**config.mk**
```make
export PLATFORM = sky130hd
export DESIGN_NAME = aas_div_cell
export DESIGN_NICKNAME = d
export VERILOG_FILES = /design/src/rtl/core/aas_pkg.sv /design/src/rtl/core/aas_div_cell.sv
export SDC_FILE = /design/constraint.sdc
export NUM_CORES = 1
export LEC_CHECK = 0
export ABC_AREA = 0
export ABC_CLOCK_PERIOD_IN_PS = 2500
export BUFFER_PORTS_ARGS = -buffer_cell sky130_fd_sc_hd__buf_2
export CAP_MARGIN = 0
export CORE_MARGIN = 8
export CORE_UTILIZATION = 40
export CTS_CLUSTER_SIZE = 16
export DETAILED_ROUTE_END_ITERATION = 7
export GPL_TIMING_DRIVEN = 0
export PLACE_DENSITY = 0.74
export SLEW_MARGIN = 15
export SYNTH_ARGS = -nofsm -noshare
export SYNTH_HDL_FRONTEND = slang
export SYNTH_SLANG_ARGS = --single-unit
```
**constraint.sdc**
```tcl
create_clock -name clk -period 2.5 [get_ports clk]
set_clock_uncertainty 0.1 [all_clocks]
set_input_delay 0.25 -clock clk [delete_from_list [all_inputs] [get_ports clk]]
set_output_delay 0.25 -clock clk [all_outputs]
set_load 0.02 [all_outputs]
```
**src/rtl/core/aas_pkg.sv**
```systemverilog
// ----------------------------------------------------------------------------
// aas_pkg
// Shared types, widths and the arctangent table for the axle steering block.
// ----------------------------------------------------------------------------
`default_nettype none

package aas_pkg;

  localparam int DEFAULT_ITER = 16;
  localparam int ITER_MAX     = 24;

  localparam int VW     = 23;  // velocity width
  localparam int QW     = 31;  // radius quotient width
  localparam int CW     = 52;  // cordic x/y width
  localparam int ZW     = 32;  // cordic angle width, Q2.30
  localparam int AW     = 18;  // output angle width
  localparam int CFG_DW = 21;

  localparam logic [1:0] REG_AXLE_OFFSET    = 2'd0;
  localparam logic [1:0] REG_TRACK_WIDTH    = 2'd1;
  localparam logic [1:0] REG_REAR_AXLE      = 2'd2;
  localparam logic [1:0] REG_ZERO_THRESHOLD = 2'd3;

  localparam logic signed [AW-1:0] ANGLE_MAX = 18'sd102944;

  typedef struct packed {
    logic valid;
    logic straight;
    logic wpos;
  } tag_t;

  typedef struct packed {
    tag_t          tag;
    logic          ovf;
    logic [VW-1:0] rem;
    logic [VW-1:0] den;
    logic [QW-1:0] num;
    logic [QW-1:0] q;
  } div_t;

  typedef struct packed {
    logic signed [CW-1:0] x;
    logic signed [CW-1:0] y;
    logic signed [ZW-1:0] z;
  } vec_t;

  function automatic logic signed [ZW-1:0] atan_q30(input int i);
    logic signed [ZW-1:0] a;
    case (i)
      0:  a = 32'sd843314857;
      1:  a = 32'sd497837829;
      2:  a = 32'sd263043837;
      3:  a = 32'sd133525159;
      4:  a = 32'sd67021687;
      5:  a = 32'sd33543516;
      6:  a = 32'sd16775851;
      7:  a = 32'sd8388437;
      8:  a = 32'sd4194283;
      9:  a = 32'sd2097149;
      10: a = 32'sd1048576;
      11: a = 32'sd524288;
      12: a = 32'sd262144;
      13: a = 32'sd131072;
      14: a = 32'sd65536;
      15: a = 32'sd32768;
      16: a = 32'sd16384;
      17: a = 32'sd8192;
      18: a = 32'sd4096;
      19: a = 32'sd2048;
      20: a = 32'sd1024;
      21: a = 32'sd512;
      22: a = 32'sd256;
      23: a = 32'sd128;
      default: a = '0;
    endcase
    return a;
  endfunction

endpackage

`default_nettype wire

```
**src/rtl/core/aas_div_cell.sv**
```systemverilog
// ----------------------------------------------------------------------------
// aas_div_cell
// One restoring division step: shifts in a numerator bit, yields a quotient bit.
// ----------------------------------------------------------------------------
`default_nettype none

module aas_div_cell (
  input  wire logic          clk,
  input  wire logic          rst,
  input  wire aas_pkg::div_t d,
  output aas_pkg::div_t      q
);

  logic [aas_pkg::VW:0] sh;
  logic                 ge;
  aas_pkg::div_t        q_next;

  always_comb begin
    sh = {d.rem, d.num[aas_pkg::QW-1]};
    ge = sh >= {1'b0, d.den};
    q_next = d;
    q_next.tag.valid = d.tag.valid && !rst;
    q_next.rem = ge ? aas_pkg::VW'(sh - {1'b0, d.den}) : sh[aas_pkg::VW-1:0];
    q_next.num = {d.num[aas_pkg::QW-2:0], 1'b0};
    q_next.q = {d.q[aas_pkg::QW-2:0], ge};
  end

  always_ff @(posedge clk) begin
    q <= q_next;
  end

endmodule

`default_nettype wire

```
==> results of run 1 <==
-- synth_stat cells (2+ instances only) --
master	number
mux2_1	5
nand3b_1	2
buf_6	2
nor2b_1	4
nand2b_1	2
o21ai_1	10
dfxtp_1	111
nor2_1	31
nand4_1	3
a31oi_1	3
a211oi_1	2
o21ai_0	2
a21o_1	9
nand3_1	5
mux2_2	2
xnor2_1	12
o21a_1	3
xor2_1	7
a21oi_1	30
inv_1	25
a41oi_1	2
o21bai_1	3
nand2_1	15
buf_2	2
clkbuf_1	2
nor3_1	3
ha_1	23
-- area by class of cell --
cell class	count	area [um2]	area share (%)
sequential	111	2220	36.5
timing repair buffer	313	2020	33.1
multi-input combinational	197	1380	22.6
tap	111	139	2.28
clock buffer	10	128	2.09
inverter	26	97.6	1.60
clock inverter	6	62.6	1.03
buffer	7	53.8	0.883
-- worst max-delay path, cell delays in order --
cell	delay [ps]
buf_2	90
inv_1	40
ha_1	230
fa_1	420
nor2b_1	180
o31a_1	200
o21ai_1	80
nand2b_1	160
a41oi_1	210
o21ai_1	330
o21ai_1	120
a211oi_1	220
-- power groups by stage --
stage	Combinational [mW]	Sequential, mW	Clock (mW)
after floorplan	0.350	2.21	0
after global placement	0.897	2.00	0
after detailed placement	0.911	2.00	0
after CTS	1.03	1.96	1.05
after global routing	1.12	1.98	1.13
final	1.04	1.97	1.03
-- how the worst max path moves through the flow --
stage	to	slack, ps	cells past startpoint
after floorplan	q[104]$_DFF_P_	270	10
after global placement	q[107]$_DFF_P_	-260	12
after CTS	q[107]$_DFF_P_	6	12
after global routing	q[106]$_DFF_P_	20	13
final	q[107]$_DFF_P_	150	12
after detailed placement	q[107]$_DFF_P_	-330	12
-- logic make-up after synthesis --
group | after synthesis
flip-flops | 111
AO/OA/AOI/OAI | 74
AND/OR/NAND/NOR | 71
buffers and inverters | 33
adder cells (fa/ha/maj) | 24
XOR/XNOR | 19
multiplexers | 8
other | 1
-- layer usage --
metal | vias up | track usage, % | wire length (um)
li1 | 1795 | - | -
met1 | 1726 | 23.6 | 5550
met2 | 175 | 40.3 | 7390
met3 | 24 | 7.99 | 1210
met4 | 4 | 8.99 | 434
met5 | - | 0 | 27
-- timing repair --
item,in CTS,in global routing
hold buffers,89,1
resized for setup,0,6
hold endpoints to repair,89,1
setup endpoints to repair,0,15
setup buffers,0,0
==> results.md, run 1 <==
* Comb pwr share at 25.8%
* Static Leak at 3.04 nW
* Largest reg by FF count: q
* Max cap viols at 0
* DR vias/cell at 4.77
* # diodes at 0
* Post-synth top area share at 59.4%
* Psw at 1.27 mW
* DRT iter0 DRCs at 175
* Worst IR drop on VDD at 0.319 mV
* Post-synth EDFFs at 0
* Clk pwr share at 25.5%
* Sequential area share after synthesis at 59.4%
* GR Util All Layers at 22.5%
* Reg power frac at 48.7%
* Gr ovfl total at 0
* Unrepaired setup endpoints after global routing: false
* Hold_sp: d[94]
* Setup WS pre-CTS at -334 ps
* Worst EP arrival at 2520 ps
* Antenna-violating nets left at 0
* CTS Sinks at 111
* Worst hold path type: input pin to flop
* Sw Share at 31.5%
* Vias in the first global route at 3,956
* Critical path endpoint category: flop
* DR vias at 3,724
* Dominant cells by area after synthesis: dfxtp_1 59%, ha_1 7.7%, a21oi_1 4.0%
* Average size of a mapped cell at 11.0 um2
* Ports at 226
* Final Hold Viols at 0
* Post-Synth Simple-Gate Area at 8.76%
* Initial antenna violation count at 2
* Pin count of the biggest net entering global routing at 21
* Synth Area in Compound Gates at 12.7%
* Die width at 113 um
* Clock buffer depth at 2
* Post-DP HPWL at 10.1 mm
* I/O Buffers at 223
* Max reg flops at 111
* Initial Util at 40.9%
* Post-synthesis mux area share at 2.51%
* Finished Layout Cells at 781
* Synth Register Bits at 111
* Utilization after layout at 66.6%
* Die area at 12,700 um2
* First-pass detailed-route iteration total at 4
* CP Max Fanout at 3
* Largest family of logic cells by synthesized area: compound AO/OA/AOI/OAI gates
* Worst Path Required at 2670 ps
* Cell Area, Synth at 3740 um2
* Regs by FF count: q: 111 flops
* Share of layout cells above drive strength 1 at 38.1%
* Total negative slack at 0 ps
* Design Area, Final at 6100 um2
* Post-DP Area at 5000 um2
* H-tree Lvls at 3
* Status: complete, no violations
* Filler cells at 656
* GPL Wtd Cong at 0.892
* Fmax at 426 MHz
* FP Rows at 35
* Cell taking the most area after synthesis: dfxtp_1
* Worst-path clk slew at 100 ps
* First-pass GRT wire length at 22.2 mm
* P&R area growth vs syn at 62.9%
* PwrDens at 663 nW/um2
* Max-slew violation count at 0
* Most frequent cells in the layout: 223 x buf_2, 111 x dfxtp_1, 90 x dlygate4sd3_1, 30 x a21oi_1, 30 x nor2_1
* Total wire length after detailed routing at 14.6 mm
* Root buffer cell: clkbuf_8
* Critical path class: input pin to flop
* Ratio of final minimum period to clock period at 93.9%
* Final worst setup slack at 153 ps
* Worst Hold Path EP: q[95]$_DFF_P_
* Core ar. at 9150 um2
* # DRC at 0
* Worst setup startpoint: d[61]
* Placed insts at 675
* Commonest non-fill, non-tap cell in the layout: buf_2
* Final #Nets at 803
* Hold_ws at 17.5 ps
* Synth Warn # at 0
* WHS Path Cells at 2
* Minimum clock period at 2350 ps
* Final setup violation count at 0
* Total CTS buffers at 9
* Internal power consumption at 2.77 mW
* Post-synth ARST share at 0%
* Post-Synth Adder-Cell Area at 8.23%
* Mapped Cells at 341
* Die Height at 113 um
* CTS tree: built
* Xor and xnor area share after synthesis at 4.45%
* Post-synth cell types at 48
* Ys flop type: dfxtp_1
* Power Total at 4.04 mW
* Startpoint types: input pin
* Synth Net Count at 479
* Routed wire per std cell at 18.7 um
No activity file was read; power rests on OpenSTA's default activity.
==> run 2, diff against run 1 <==
- CTS_BUF_LIST: not set -> sky130_fd_sc_hd__clkbuf_4 sky130_fd_sc_hd__clkbuf_8
==> run 2 against run 1 <==
Against the previous run:
- flip-flop and latch count is the same
- design area is essentially flat
- largest cell class unchanged
- combinational power is essentially flat
- sequential share of layout area is essentially flat
- worst setup slack gained 7.6 ps
- critical path depth is the same
- fmax grew 0.33%
- clock-buffer cell count is the same
- via count grew 0.35%
- power grew 0.33%
- highest routed layer unchanged
- first-iteration DRC count grew 9.7%
==> results.md, run 2 (synthesis gave the netlist of run 1 again) <==
* Worst IR drop on VDD at 0.323 mV
* DR vias/cell at 4.78
* Commonest non-fill, non-tap cell in the layout: buf_2
* Max reg flops at 111
* Die area at 12,700 um2
* Critical path endpoint category: flop
* Ratio of final minimum period to clock period at 93.6%
* Antenna-violating nets left at 0
* CTS tree: built
* PwrDens at 664 nW/um2
* Final #Nets at 803
* H-tree Lvls at 3
* Post-CTS Setup Inserts at 0
* Total CTS buffers at 9
* Reg power frac at 48.5%
* Final Hold Viols at 0
* Worst-path clk slew at 100 ps
* Ports at 226
* Power Total at 4.05 mW
* Share of layout cells above drive strength 1 at 38.2%
* Root buffer cell: clkbuf_8
* Static Leak at 3.04 nW
* Die width at 113 um
* Startpoint types: input pin
* GR Util All Layers at 22.6%
* Finished Layout Cells at 781
* Critical path class: input pin to flop
* Total negative slack at 0 ps
* Gr ovfl total at 0
* Final setup violation count at 0
* Pin count of the biggest net entering global routing at 21
* Max-slew violation count at 0
* CP Max Fanout at 3
* Core ar. at 9150 um2
* Total wire length after detailed routing at 14.7 mm
* Max cap viols at 0
* Vias in the first global route at 3,941
* P&R area growth vs syn at 63.0%
* Status: complete, no violations
* Comb pwr share at 25.8%
* Internal power consumption at 2.78 mW
* Routed wire per std cell at 18.8 um
* Placed insts at 675
* Most frequent cells in the layout: 223 x buf_2, 111 x dfxtp_1, 90 x dlygate4sd3_1, 30 x a21oi_1, 30 x nor2_1
* GPL Wtd Cong at 0.892
* DR vias at 3,737
* Unrepaired setup endpoints after global routing: false
* Psw at 1.27 mW
* Worst hold path type: input pin to flop
* Regs by FF count: q: 111 flops
* Sw Share at 31.4%
* Clock buffer depth at 2
* Worst Path Required at 2670 ps
* Minimum clock period at 2340 ps
* FP Rows at 35
* # diodes at 0
* I/O Buffers at 223
* First-pass GRT wire length at 22.2 mm
* Fmax at 428 MHz
* CTS Sinks at 111
* Die Height at 113 um
* First-pass detailed-route iteration total at 5
* Initial antenna violation count at 2
* DRT iter0 DRCs at 192
* # DRC at 0
* Clk pwr share at 25.7%
* Initial Util at 40.9%
* Largest reg by FF count: q
* Post-DP HPWL at 10.1 mm
* Worst EP arrival at 2510 ps
==> run 2: final timing paths <==
path  startpoint  cells after the start              to  slack [ps]
max        d[61]                     12  q[107]$_DFF_P_         160
min        d[94]                      2   q[95]$_DFF_P_          20
==> run 2: power groups by stage <==
stage | sequential [mW] | combinational [mW] | clock, mW
floorplan | 2.21 | 0.350 | 0
global placement | 2.00 | 0.897 | 0
detailed placement | 2.00 | 0.911 | 0
CTS | 1.96 | 1.03 | 1.06
global route | 1.98 | 1.12 | 1.14
finish | 1.97 | 1.04 | 1.04
==> run 2: worst max-delay path, stage by stage <==
cell and delay, ps:
buf_2 90, inv_1 40, ha_1 230, fa_1 420, nor2b_1 180, o31a_1 200
o21ai_1 80, nand2b_1 160, a41oi_1 200, o21ai_1 330, o21ai_1 120, a211oi_1 220
==> run 2: layer usage <==
layer | vias up | part of all wire [%] | wire (um) | track usage, %
met5 | - | 0.18 | 27 | 0
met4 | 4 | 2.6 | 388 | 8.36
met3 | 22 | 7.4 | 1090 | 7.83
met2 | 172 | 51 | 7470 | 40.5
met1 | 1744 | 39 | 5730 | 23.9
li1 | 1795 | - | - | -
==> run 2: final cells by class <==
class	count	area (um2)
repair buffers	313	2020
clock inverters	6	62.6
fillers	656	3050
plain buffers	7	53.8
inverters	26	97.6
well taps	111	139
multi-input cells	197	1380
clock buffers	10	131
flip-flops and latches	111	2220
==> run 2: repair_timing <==
item | CTS | global route
endpoints found under the setup margin | 0 | 15
hold endpoints to repair | 89 | 1
gates resized for setup | 0 | 6
hold buffers | 89 | 1
==> run 2: per-stage QoR <==
stage	area (um2)	utilization, %	worst slack (ps)	hold slack [ps]
3_5_place_dp	5000	54.6	-334	254
2_1_floorplan	3740	-	271	178
4_1_cts	6080	66.4	6.11	6.44
6_report	6100	66.6	161	17.7
5_1_grt	6100	66.6	23.7	8.37
3_3_place_gp	5000	54.6	-255	253
